===== src/rtl/assert_macros.svh =====
// ---------------------------------------------------------------------------
// assert_macros.svh
// Concurrent assertion macros for the RTL. Define ASSERT_OFF to drop
// every check from the build.
// ---------------------------------------------------------------------------
`ifndef ASSERT_MACROS_SVH
`define ASSERT_MACROS_SVH

`ifndef ASSERT_OFF

// Property checked at each rising clock edge, disabled while reset is high.
`define ASSERT_CLK(label, clk, rst, prop, msg) \
  label: assert property (@(posedge clk) disable iff (rst) prop) else $error(msg);

// Implication checked on the following clock edge.
`define ASSERT_NEXT(label, clk, rst, cond, prop, msg) \
  label: assert property (@(posedge clk) disable iff (rst) (cond) |=> (prop)) \
    else $error(msg);

`else

`define ASSERT_CLK(label, clk, rst, prop, msg)
`define ASSERT_NEXT(label, clk, rst, cond, prop, msg)

`endif

`endif


===== src/rtl/b2bcd_pkg.sv =====
// ---------------------------------------------------------------------------
// b2bcd_pkg
// Widths, types and constants shared by the binary to BCD converter.
// ---------------------------------------------------------------------------
package b2bcd_pkg;

  // Width of the binary input port
  localparam int VALUE_WIDTH = 32;
  // Default width of the integer actually converted
  localparam int DEFAULT_INPUT_WIDTH = 32;
  // One BCD digit
  localparam int DIGIT_BITS = 4;
  // Digit cells in the chain
  localparam int NUM_DIGITS = 10;
  // Width of the packed BCD result
  localparam int OUT_WIDTH = 38;

  typedef logic [DIGIT_BITS-1:0] digit_t;

  // Control handed from the sequencer to every digit cell
  typedef struct packed {
    logic clear;
    logic shift;
  } cell_ctrl_t;

endpackage


===== src/rtl/binary_to_bcd_converter.sv =====
// Sequence: after the accepting edge the sequencer shifts the digit chain once
// per input bit in ST_SHIFT, then enters ST_DONE, where done marks the result.
// A new start is taken only back in idle, after done; busy stays high
// from the accepting edge through the done cycle.
// Reset: synchronous, active high; returns the sequencer to idle.
// Results cannot be stalled: done is a single-cycle strobe.
// ---------------------------------------------------------------------------
// binary_to_bcd_converter
// Converts a two's complement integer to packed BCD with a chain of digit
// cells run by a bit-serial sequencer. Zero or negative input gives zero.
// ---------------------------------------------------------------------------
`include "assert_macros.svh"

module binary_to_bcd_converter #(
  parameter int INPUT_WIDTH = b2bcd_pkg::DEFAULT_INPUT_WIDTH
) (
  input  logic                                clk,
  input  logic                                rst,
  input  logic                                start,
  input  logic signed [b2bcd_pkg::VALUE_WIDTH-1:0] binary_value,
  output logic                                busy,
  output logic                                done,
  output logic [b2bcd_pkg::OUT_WIDTH-1:0]     bcd_digits
);

  localparam int CNT_W = $clog2(INPUT_WIDTH);
  localparam int BUS_W = b2bcd_pkg::NUM_DIGITS * b2bcd_pkg::DIGIT_BITS;
  // Wider inputs may carry past the top digit; those digits are dropped
  localparam bit WIDE_IN = (INPUT_WIDTH > b2bcd_pkg::VALUE_WIDTH);

  typedef enum logic [2:0] {
    ST_IDLE  = 3'b001,
    ST_SHIFT = 3'b010,
    ST_DONE  = 3'b100
  } state_t;

  state_t                     state;
  state_t                     state_next;
  logic [CNT_W-1:0]           count;
  logic [CNT_W-1:0]           count_next;
  logic [INPUT_WIDTH-1:0]     shreg;
  logic [INPUT_WIDTH-1:0]     shreg_next;
  logic [INPUT_WIDTH-1:0]     value_in;
  logic                       accept;
  b2bcd_pkg::cell_ctrl_t      ctrl;
  logic [b2bcd_pkg::NUM_DIGITS-1:0] carry;
  logic                       carry_top;
  logic [BUS_W-1:0]           digit_bus;

  // Take the low INPUT_WIDTH bits, sign extending for wider conversions
  generate
    if (INPUT_WIDTH <= b2bcd_pkg::VALUE_WIDTH) begin : g_narrow
      assign value_in = binary_value[INPUT_WIDTH-1:0];
    end else begin : g_wide
      assign value_in = {{(INPUT_WIDTH - b2bcd_pkg::VALUE_WIDTH){binary_value[
                          b2bcd_pkg::VALUE_WIDTH-1]}}, binary_value};
    end
  endgenerate

  assign accept = start && !busy;
  assign busy   = (state != ST_IDLE);
  assign done   = (state == ST_DONE);

  // Sequencer
  always_comb begin
    state_next = state;
    count_next = count;
    shreg_next = shreg;
    ctrl.clear = 1'b0;
    ctrl.shift = 1'b0;
    case (state)
      ST_IDLE: begin
        if (start) begin
          ctrl.clear = 1'b1;
          count_next = '0;
          // Negative input converts as zero
          shreg_next = value_in[INPUT_WIDTH-1] ? '0 : value_in;
          state_next = ST_SHIFT;
        end
      end
      ST_SHIFT: begin
        ctrl.shift = 1'b1;
        shreg_next = {shreg[INPUT_WIDTH-2:0], 1'b0};
        count_next = count + CNT_W'(1);
        if (count == CNT_W'(INPUT_WIDTH - 1)) begin
          state_next = ST_DONE;
        end
      end
      ST_DONE: begin
        state_next = ST_IDLE;
      end
      default: begin
        state_next = ST_IDLE;
      end
    endcase
  end

  always_ff @(posedge clk) begin
    if (rst) begin
      state <= ST_IDLE;
    end else begin
      state <= state_next;
    end
  end

  always_ff @(posedge clk) begin
    count <= count_next;
    shreg <= shreg_next;
  end

  // Digit chain, least significant digit first; the top carry falls off
  assign carry[0] = shreg[INPUT_WIDTH-1];

  genvar gi;
  generate
    for (gi = 0; gi < b2bcd_pkg::NUM_DIGITS; gi++) begin : g_cell
      if (gi < b2bcd_pkg::NUM_DIGITS - 1) begin : g_mid
        b2bcd_cell u_cell (
          .clk       (clk),
          .ctrl      (ctrl),
          .carry_in  (carry[gi]),
          .carry_out (carry[gi+1]),
          .digit     (digit_bus[gi*b2bcd_pkg::DIGIT_BITS +: b2bcd_pkg::DIGIT_BITS])
        );
      end else begin : g_top
        b2bcd_cell u_cell (
          .clk       (clk),
          .ctrl      (ctrl),
          .carry_in  (carry[gi]),
          .carry_out (carry_top),
          .digit     (digit_bus[gi*b2bcd_pkg::DIGIT_BITS +: b2bcd_pkg::DIGIT_BITS])
        );
      end
    end
  endgenerate

  assign bcd_digits = digit_bus[b2bcd_pkg::OUT_WIDTH-1:0];

  // Checks
  `ASSERT_NEXT(a_accept_busy, clk, rst, accept, busy, "busy not raised after accept")
  `ASSERT_NEXT(a_done_single, clk, rst, done, !done, "done held over two cycles")
  `ASSERT_NEXT(a_done_idle, clk, rst, done, !busy, "not idle after done")
  `ASSERT_CLK(a_done_shift, clk, rst, done |-> $past(state) == ST_SHIFT, "done without a shift pass")
  `ASSERT_NEXT(a_neg_zero, clk, rst, accept && value_in[INPUT_WIDTH-1], shreg == '0, "negative input not cleared")
  `ASSERT_CLK(a_top_carry, clk, rst, !ctrl.shift || WIDE_IN || !carry_top, "top digit overflow")

endmodule


===== src/rtl/b2bcd_cell.sv =====
// ---------------------------------------------------------------------------
// b2bcd_cell
// One decimal digit of the double-dabble chain: add three when the digit is
// five or more, then shift left, taking one bit from the lower neighbor and
// handing the top bit to the upper neighbor.
// ---------------------------------------------------------------------------
module b2bcd_cell (
  input  logic                  clk,
  input  b2bcd_pkg::cell_ctrl_t ctrl,
  input  logic                  carry_in,
  output logic                  carry_out,
  output b2bcd_pkg::digit_t     digit
);

  b2bcd_pkg::digit_t adjusted;
  b2bcd_pkg::digit_t digit_next;

  // Correction so the digit doubles cleanly into the next decade
  always_comb begin
    if (digit >= b2bcd_pkg::digit_t'(5)) begin
      adjusted = digit + b2bcd_pkg::digit_t'(3);
    end else begin
      adjusted = digit;
    end
  end

  assign carry_out = adjusted[b2bcd_pkg::DIGIT_BITS-1];

  // Next digit value
  always_comb begin
    if (ctrl.clear) begin
      digit_next = '0;
    end else if (ctrl.shift) begin
      digit_next = {adjusted[b2bcd_pkg::DIGIT_BITS-2:0], carry_in};
    end else begin
      digit_next = digit;
    end
  end

  always_ff @(posedge clk) begin
    digit <= digit_next;
  end

endmodule

===== config.mk =====
export PLATFORM = sky130hd
export DESIGN_NAME = binary_to_bcd_converter
export DESIGN_NICKNAME = d
export VERILOG_FILES = /design/src/rtl/b2bcd_pkg.sv /design/src/rtl/binary_to_bcd_converter.sv /design/src/rtl/b2bcd_cell.sv
export VERILOG_INCLUDE_DIRS = /design/src /design/src/rtl
export SDC_FILE = /design/constraint.sdc
export NUM_CORES = 1
export LEC_CHECK = 0
export BUFFER_PORTS_ARGS = -buffer_cell sky130_fd_sc_hd__buf_2
export CAP_MARGIN = 10
export CORE_ASPECT_RATIO = 1.1
export CORE_MARGIN = 5
export CORE_UTILIZATION = 35
export CTS_CLUSTER_SIZE = 40
export DETAILED_ROUTE_END_ITERATION = 10
export GPL_ROUTABILITY_DRIVEN = 0
export PLACE_DENSITY_LB_ADDON = 0.2
export SLEW_MARGIN = 20
export SYNTH_ARGS = -nofsm -noshare
export SYNTH_HDL_FRONTEND = slang
export SYNTH_SLANG_ARGS = --single-unit

===== constraint.sdc =====
create_clock -name clk -period 2 [get_ports clk]
set_input_delay 0.1 -clock clk [delete_from_list [all_inputs] [get_ports clk]]
set_output_delay 0.1 -clock clk [all_outputs]
set_load 0.02 [all_outputs]

* Yosys cells after proc, flatten, opt, wreduce, memory -nomap -nowiden *
Cells that the tools add are included.

operators by class
  div/mod/pow operators = 0
  add/subtract/negate cells = 11
  reductions and logical operators = 3
  equality and inequality tests = 7
  bitwise gates (word level) = 0
  multiply operators = 0
  muxes and demuxes = 21
  order comparisons = 10
  shift operators = 0

operators with widths
  kind                 number
  $pmux 32 s2          1
  $ge 4x3->1 const B   10
  $add 4x2->4 const B  9
  $mux 4               9
  $mux 32              1
  $mux 31              1
  $pmux 5 s2           1
  $mux 3               3
  $pmux 3 s2           1
  $add 5x1->5 const B  1
  $eq 5x5->1 const B   1
  $mux 5               1
  $ne 2x2->1 const B   2
  $reduce_and 2->1     2
  $add 3x2->3 const B  1
  $eq 3x1->1 const B   1
  $eq 3x2->1 const B   1
  $eq 3x3->1 const B   1
  $mux 1               3
  $ne 3x1->1 const B   1
  $reduce_bool 2->1    1

word-level totals
  bits in latches = 0
  word-level logic and storage cells = 65
  ROM bits = 0
  register bits = 80
  input port bits = 35
  memories kept = 0
  output and inout bits = 40
  bits in writable memories = 0

* Longest topological paths before layout *
Gate-level depths: netlist of the first run.

  depth in word-level cells = 3
  depth in mapped cells = 6
  mapped depth without buffers = 6

* Modules after synthesis *
Synthesis of the first run repeated with hierarchy kept, for this count alone.

second synthesis, totals
  cell total of the unflattened synthesis = 442
  area, all modules = 4647.0 µm²

by module, submodules not included
  module                   area an instance (µm²)  cells an instance  sequential area each (µm²)  times used
  b2bcd_cell               260.2                   31                 80.1                        10
  binary_to_bcd_converter  2044.5                  132                1171.1                      1

* Worst setup path after synthesis of the first run *
Ideal clock, no wire load.

  kind = register to register
  from = register state[0]
  to = register count[0], enable pin
  stages on the path, launching flop included = 5
  setup time = 0.396 ns
  required time = 1.604 ns
  arrival time = 1.807 ns
  clock period less this slack = 2.202 ns
  path buffers = 2
  slack = -0.202 ns
  cell sequence = dfxtp_1 > or3b_1 > buf_2 > buf_6 > nand2_1

on the way
  longest elaborated chain between the ends = 3
  elaborated cells on any way between the ends = 5
  those cells by class = eq/ne: 3; reduce/logical: 2

RTL lines
  what                                                                     line                            RTL
  start, declared                                                          binary_to_bcd_converter.sv:37   state_t state;
  start signal, assigned                                                   binary_to_bcd_converter.sv:102  state <= state_next;
  $eq 3x1->1 / $eq 3x2->1 (equally long branches)                          binary_to_bcd_converter.sv:71   case (state)
  $ne 2x2->1 (no source line) / $reduce_bool 2->1 (equally long branches)  -
  $reduce_and 2->1 (no source line) (*)                                    -
  end signal, assigned                                                     binary_to_bcd_converter.sv:107  count <= count_next;
  end, declared                                                            binary_to_bcd_converter.sv:39   logic [CNT_W-1:0] count;

Every way passes the cells marked *; elsewhere a longest branch is shown, timed or not.
A chain may end at the register's enable or synchronous reset.

* Worst setup path after layout of the first run *
  from = register state[0]
  to = register g_cell[6].g_mid.u_cell.digit[1]

on the way
  longest elaborated chain between the ends = 2
  elaborated cells on any way between the ends = 4
  those cells by class = eq/ne: 2; mux: 2

RTL lines
  what                                             line                           RTL
  $eq 3x2->1 / $eq 3x1->1 (equally long branches)  binary_to_bcd_converter.sv:71
  $mux 1                                           binary_to_bcd_converter.sv:71
  end signal, assigned                             b2bcd_cell.sv:41               digit <= digit_next;
  end, declared                                    b2bcd_cell.sv:12               output b2bcd_pkg::digit_t digit

Several ways; a longest one is shown, not always the timed one.

==> results of run 1 <==
cell usage in the layout, fill, tap and decap left out, drive strengths merged, types with 5 or more instances in the layout:
| cell type | count |
|---|---|
| ha | 22 |
| dfxtp | 43 |
| nor2 | 14 |
| inv | 21 |
| edfxtp | 37 |
| nand2b | 12 |
| and3 | 11 |
| mux2 | 10 |
| a2111oi | 9 |
| clkbuf | 9 |
| nor3b | 8 |
| nand2 | 69 |
| nand3b | 30 |
| buf | 83 |
| a21oi | 26 |
| nand3 | 27 |
| o32ai | 5 |
| nor3 | 9 |
| o21ai | 32 |
registers in the layout, indices dropped and copies added (netlist names):
name	count
count	5
g_cell.g_mid.u_cell.digit	36
state	3
shreg	32
g_cell.g_top.u_cell.digit	4
how the worst max path moves through the flow:
stage / slack [ps] / cells past startpoint / end
global placement: 280 / 4 / g_cell[5].g_mid.u_cell.digit[1]$_SDFFE_PP0N_
finish: 200 / 4 / g_cell[6].g_mid.u_cell.digit[1]$_SDFFE_PP0N_
floorplan: 160 / 4 / count[0]$_SDFFCE_PP0P_
global route: 50 / 4 / g_cell[0].g_mid.u_cell.digit[1]$_SDFFE_PP0N_
detailed placement: 220 / 4 / g_cell[6].g_mid.u_cell.digit[1]$_SDFFE_PP0N_
CTS: 200 / 4 / g_cell[6].g_mid.u_cell.digit[1]$_SDFFE_PP0N_
metrics by stage:
step | setup WS, ps | hold slack (ps) | cell area, um^2 | utilization (%) | std cells
floorplan | 163.1 | 169.1 | 4360 | - | 460
global placement | 282.3 | 298.7 | 4612 | 37.99 | 635
detailed placement | 218.0 | 317.4 | 4612 | 37.99 | 635
CTS | 196.5 | 41.69 | 4893 | 40.31 | 652
global route | 46.45 | 41.58 | 4893 | 40.31 | 652
finish | 204.9 | 56.72 | 4893 | 40.31 | 652
power breakdown:
group	total [mW]	switching [mW]	internal [mW]
combinational	0.352	0.207	0.145
sequential	1.85	0.0379	1.81
clock	1.52	0.683	0.837
area by class of cell:
class                           count  area (um^2)
Clock buffer                        9        225.2
Clock inverter                      7        46.29
Tap cell                          154        192.7
Fill cell                        1201         7246
Sequential cell                    80         1972
Timing Repair Buffer               84        473.0
Inverter                           20        75.07
Multi-Input combinational cell    298         1909
critical path, delay by kind of cell (launching register included):
family / cells / cell delay (ps)
buffers and inverters: 1 / 430
AOI/OAI and AO/OA: 1 / 290
and+or+nand+nor: 2 / 510
DFF: 1 / 450
timing repair:
item | CTS | global route
buffers inserted | 0 | 0
hold endpoints to repair | 2 | 0
hold buffers | 1 | 0
cell families (layout without fill, tap and decap cells):
kind of cell / after synthesis / count (layout) / synth area share [%]
AND/OR/NAND/NOR: 184 / 184 / 21.99
XOR/XNOR: 6 / 6 / 1.206
AO/OA/AOI/OAI: 76 / 76 / 11.46
multiplexers: 10 / 10 / 2.584
adder cells (fa/ha/maj): 22 / 22 / 6.316
buffers and inverters: 82 / 120 / 11.20
flip-flops: 80 / 80 / 45.25
metal layers:
layer	global-route usage, %	share of wire, %
met5	0	0
met4	4.437	1.2
met2	19.87	46
met1	15.91	46
met3	4.541	7.0
==> qor.yml, run 1 <==
rsz0062_at_grt: "false"
routed_wirelength_mm: 8.999
seq_area_frac_synth_pct: 45.25
startpoint: "state[0]$_SDFFE_PP1P_"
port_buffers: 74
synthTopCellsByArea: "edfxtp_1, dfxtp_1, buf_4"
grtUsageTotal_pct: 12.61
die_w_um: 116.4
diodes: 0
netlist.area_leader.share_pct: 25.50
cts_root_buffer: "clkbuf_16"
antenna_found_initial: 0
start_util_pct: 35.90
drt-vias-per-instance: 4.923
slowest_delay_ps: 450
rows: 42
cts.repair.resized: 0
rrSetupSlack_ps: 200
fmax_ghz: 0.5571
wire_per_inst_um: 13.80
netlist_area_mm2: 0.004358
powerDensity_mw_per_mm2: 760.6
postSynthCellCount: 460
core_area_mm2: 0.01214
nNetsFinal: 550
postRouteAntennaNets: 0
clock_skew_ps: 6.793
critPathArrivalTime_ps: 2030
ir_drop_uv: 398.7
synthTopCellsByCount: "nand2_1, dfxtp_1, buf_4"
ys_ff_latch: 80
min-delay-start: "binary_value[12]"
grt-ovfl-total: 0
maxSlewHeadroom_pct: 71.44
clock_latency_ps: 340
grt_max_degree: 39
synth-edff-count: 37
power_mw: 3.722
hold_depth: 3
async_reset_ff_share_pct: 0
cp.required_ps: 2230
path_max_fanout: 38
endpoint_kind: "flop"
dr.pass1.iters: 4
post-route-drc-count: 0
cp_cell_sequence: "or3b_4 -> buf_4 -> nor3_1 -> a2111oi_2"
drive_gt1_share_pct: 24.30
clock-sinks: 80
drv_cap: 0
grt_pass1_vias: 3058
critPathKind: "reg -> reg"
power.leakage_nw: 2.006
r2r_cells: 4
setup_viol: 0
dp_hpwl_mm: 6.149
clk_pin_slew_worst_paths_ps: 60
tritoncts: "done"
fin_crit_ps: 1795
slew_violations: 0
worst_slew_pin_slew_ps: 427.9
r2r-start: "state[0]$_SDFFE_PP1P_"
synth_cell_types: 28
ys.flop_type: "dfxtp_1"
drtIter0Drc: 127
dieArea_mm2: 0.01479
die_h_um: 127.0
fin_crit_sh_pct: 89.76
grt_pass1_wl_mm: 14.77
status: "finished, final reports clean"
syn_area_per_cell_um2: 9.474
cp_slowest_cell: "dfxtp_1"
synth_warnings: 0
numCtsBuffers: 9
synth_top_area_cell: "edfxtp_1"
yosysMostFrequentCell: "nand2_1"
via_count: 3210
h-tree-depth: 3
holdPathEnd: "shreg[12]$_DFFE_PP_"
r2r_end: "g_cell[6].g_mid.u_cell.digit[1]$_SDFFE_PP0N_"
hold_viol_final: 0
clockBufferDepth: 2
hold_path.class: "in -> reg"
io_pins: 75
syn_to_final_growth_pct: 12.29
tns_ps: 0
crit_path_start_kind: "flop"
syn_nets: 517
Power figures use the tool's default switching activity.
==> run 2: changes to the inputs <==
Settings changed: GPL_TIMING_DRIVEN set to 0.
Clock period 2 ns to 1.6 ns, I/O delays scaled along.
==> run 2 against run 1 <==
Die area did not move. Final cell count rose by 10%. Maximum frequency rose by 14%. Worst setup slack got worse by 180 ps. Non-clock buffer count rose by 64. Register-to-register slack got worse by 180 ps. Critical endpoint is now shreg[23]$_DFFE_PP_. Highest routed layer unchanged.
==> qor.yml, run 2 (synthesis gave the netlist of run 1 again) <==
endpoint_kind: "flop"  # unchanged
largest_register: "g_cell.g_mid.u_cell.digit"  # unchanged
worst_slew_pin_slew_ps: 490.2  # was 427.9 ps
powerDensity_mw_per_mm2: 883.2  # was 760.6 mW/mm^2
numCtsBuffers: 9  # unchanged
h-tree-depth: 3  # unchanged
rows: 42  # unchanged
start_util_pct: 35.90  # unchanged
die_h_um: 127.0  # unchanged
hold_depth: 3  # unchanged
final_common_cell: "buf_2"  # unchanged
drv_cap: 0  # unchanged
crit_path_start_kind: "flop"  # unchanged
postRouteAntennaNets: 0  # unchanged
diodes: 0  # unchanged
io_pins: 75  # unchanged
status: "finished, final reports clean"  # unchanged
drtIter0Drc: 111  # was 127
port_buffers: 74  # unchanged
ir_drop_uv: 757.7  # was 398.7 uV
r2r-start: "state[0]$_SDFFE_PP1P_"  # unchanged
fin_crit_sh_pct: 98.35  # was 89.76%
tritoncts: "done"  # unchanged
clock_latency_ps: 340  # about the same
hold_path.class: "in -> reg"  # unchanged
power.leakage_nw: 2.362  # was 2.006 nW
clk_pin_slew_worst_paths_ps: 60  # about the same
min-delay-start: "binary_value[14]"  # was binary_value[12]
routed_wirelength_mm: 10.43  # was 8.999 mm
cp.required_ps: 1680  # was 2230 ps
fin_crit_ps: 1574  # was 1795 ps
drt-vias-per-instance: 4.891  # was 4.923
grt-ovfl-total: 0  # unchanged
power_mw: 4.880  # was 3.722 mW
critPathKind: "reg -> reg"  # unchanged
final_area_mm2: 0.005525  # was 0.004893 mm^2
via_count: 3507  # was 3210
maxSlewHeadroom_pct: 67.32  # was 71.44%
fmax_ghz: 0.6355  # was 0.5571 GHz
r2r_end: "shreg[23]$_DFFE_PP_"  # was g_cell[6].g_mid.u_cell.digit[1]$_SDFFE_PP0N_
slew_violations: 0  # unchanged
rrSetupSlack_ps: 30  # was 200 ps
cts_root_buffer: "clkbuf_16"  # unchanged
largest_register_ffs: 36  # unchanged
placed_area_mm2: 0.004937  # was 0.004612 mm^2
dr.pass1.iters: 4  # unchanged
dieArea_mm2: 0.01479  # unchanged
clock_skew_ps: 7.697  # was 6.793 ps
grt_max_degree: 20  # was 39
core_area_mm2: 0.01214  # unchanged
r2r_cells: 6  # was 4
clockBufferDepth: 2  # unchanged
nNetsFinal: 615  # was 550
wire_per_inst_um: 14.55  # was 13.80 um
final_cell_mix: "buf_2, nand2_1, buf_4, edfxtp_1, dfxtp_1"  # was buf_2, nand2_1, dfxtp_1, edfxtp_1, o21ai_0
grt_pass1_vias: 3301  # was 3058
setup_viol: 0  # unchanged
critPathArrivalTime_ps: 1660  # was 2030 ps
reg.largest.list: "g_cell.g_mid.u_cell.digit x36, shreg x32, count x5"  # unchanged
drive_gt1_share_pct: 37.66  # was 24.30%
syn_to_final_growth_pct: 26.79  # was 12.29%
holdPathEnd: "shreg[14]$_DFFE_PP_"  # was shreg[12]$_DFFE_PP_
post-route-drc-count: 0  # unchanged
path_max_fanout: 10  # was 38
die_w_um: 116.4  # unchanged
clock-sinks: 80  # unchanged
grtUsageTotal_pct: 14.01  # was 12.61%
dp_hpwl_mm: 7.089  # was 6.149 mm
grt_pass1_wl_mm: 16.35  # was 14.77 mm
antenna_found_initial: 0  # unchanged
hold_viol_final: 0  # unchanged
## run 2: metrics by stage
stage               hold slack [ps]  instances  util, %  setup TNS [ps]  setup slack (ps)
finish                        41.90        717    45.52               0             26.36
global route                  47.25        717    45.52          -477.2            -43.33
CTS                           36.18        708    44.09         -0.4128           -0.3306
detailed placement            289.0        688    40.67          -18000            -423.9
global placement              280.9        688    40.67          -15420            -374.4
floorplan                     149.1        460        -               0             62.76
## run 2: power by group
| part | total [mW] | leakage [nW] | internal [mW] | switching [mW] |
|---|---|---|---|---|
| logic | 0.528 | 1.51 | 0.228 | 0.301 |
| clock network | 2.04 | 0.132 | 1.20 | 0.836 |
| registers | 2.31 | 0.717 | 2.27 | 0.0478 |
| total | 4.88 | 2.36 | 3.70 | 1.18 |
## run 2: per-layer routing
metal	vias up	routed length [um]	track usage (%)
met5	-	0	0
met3	16	637	3.122
li1	1768	-	-
met4	0	182	4.915
met2	93	4911	22.12
met1	1630	4697	18.86
## run 2: timing repair
item / in CTS / in global routing
buffers inserted: 2 / 9
resized for setup: 26 / 42
gates cloned: 1 / 0
pin swaps: 4 / 9
setup endpoints to repair: 103 / 98
endpoints found under the hold margin: 3 / 0
hold buffers: 1 / 0
## run 2: area by class of cell
cell class              instances  area [um^2]
fillers                      1194         6614
multi-input cells             299         2026
flip-flops and latches         80         1987
plain buffers                  62        491.7
repair buffers                 86        462.9
clock buffers                  10        229.0
well taps                     154        192.7
inverters                      20        75.07
clock inverters                 6        61.31
## run 2: worst max-delay path by stage
stage | start | end | slack [ps] | cells after the start
finish | state[0]$_SDFFE_PP1P_ | shreg[23]$_DFFE_PP_ | 30 | 6
floorplan | state[0]$_SDFFE_PP1P_ | shreg[10]$_DFFE_PP_ | 60 | 6
global placement | state[0]$_SDFFE_PP1P_ | shreg[0]$_SDFFCE_PN0P_ | -370 | 4
CTS | state[2]$_SDFFE_PP0P_ | g_cell[3].g_mid.u_cell.digit[2]$_SDFFE_PP0N_ | -0.3 | 5
detailed placement | state[0]$_SDFFE_PP1P_ | g_cell[8].g_mid.u_cell.digit[3]$_SDFFE_PP0N_ | -420 | 5
global route | g_cell[5].g_mid.u_cell.digit[1]$_SDFFE_PP0N_ | g_cell[5].g_mid.u_cell.digit[2]$_SDFFE_PP0N_ | -40 | 6
## run 2: worst max-delay path, cell delays in order, from the launching register on
cell and delay [ps]:
dfxtp_4 360, or3b_1 390, buf_6 140, buf_12 150, buf_8 140, nand3b_1 70
nand2_1 70
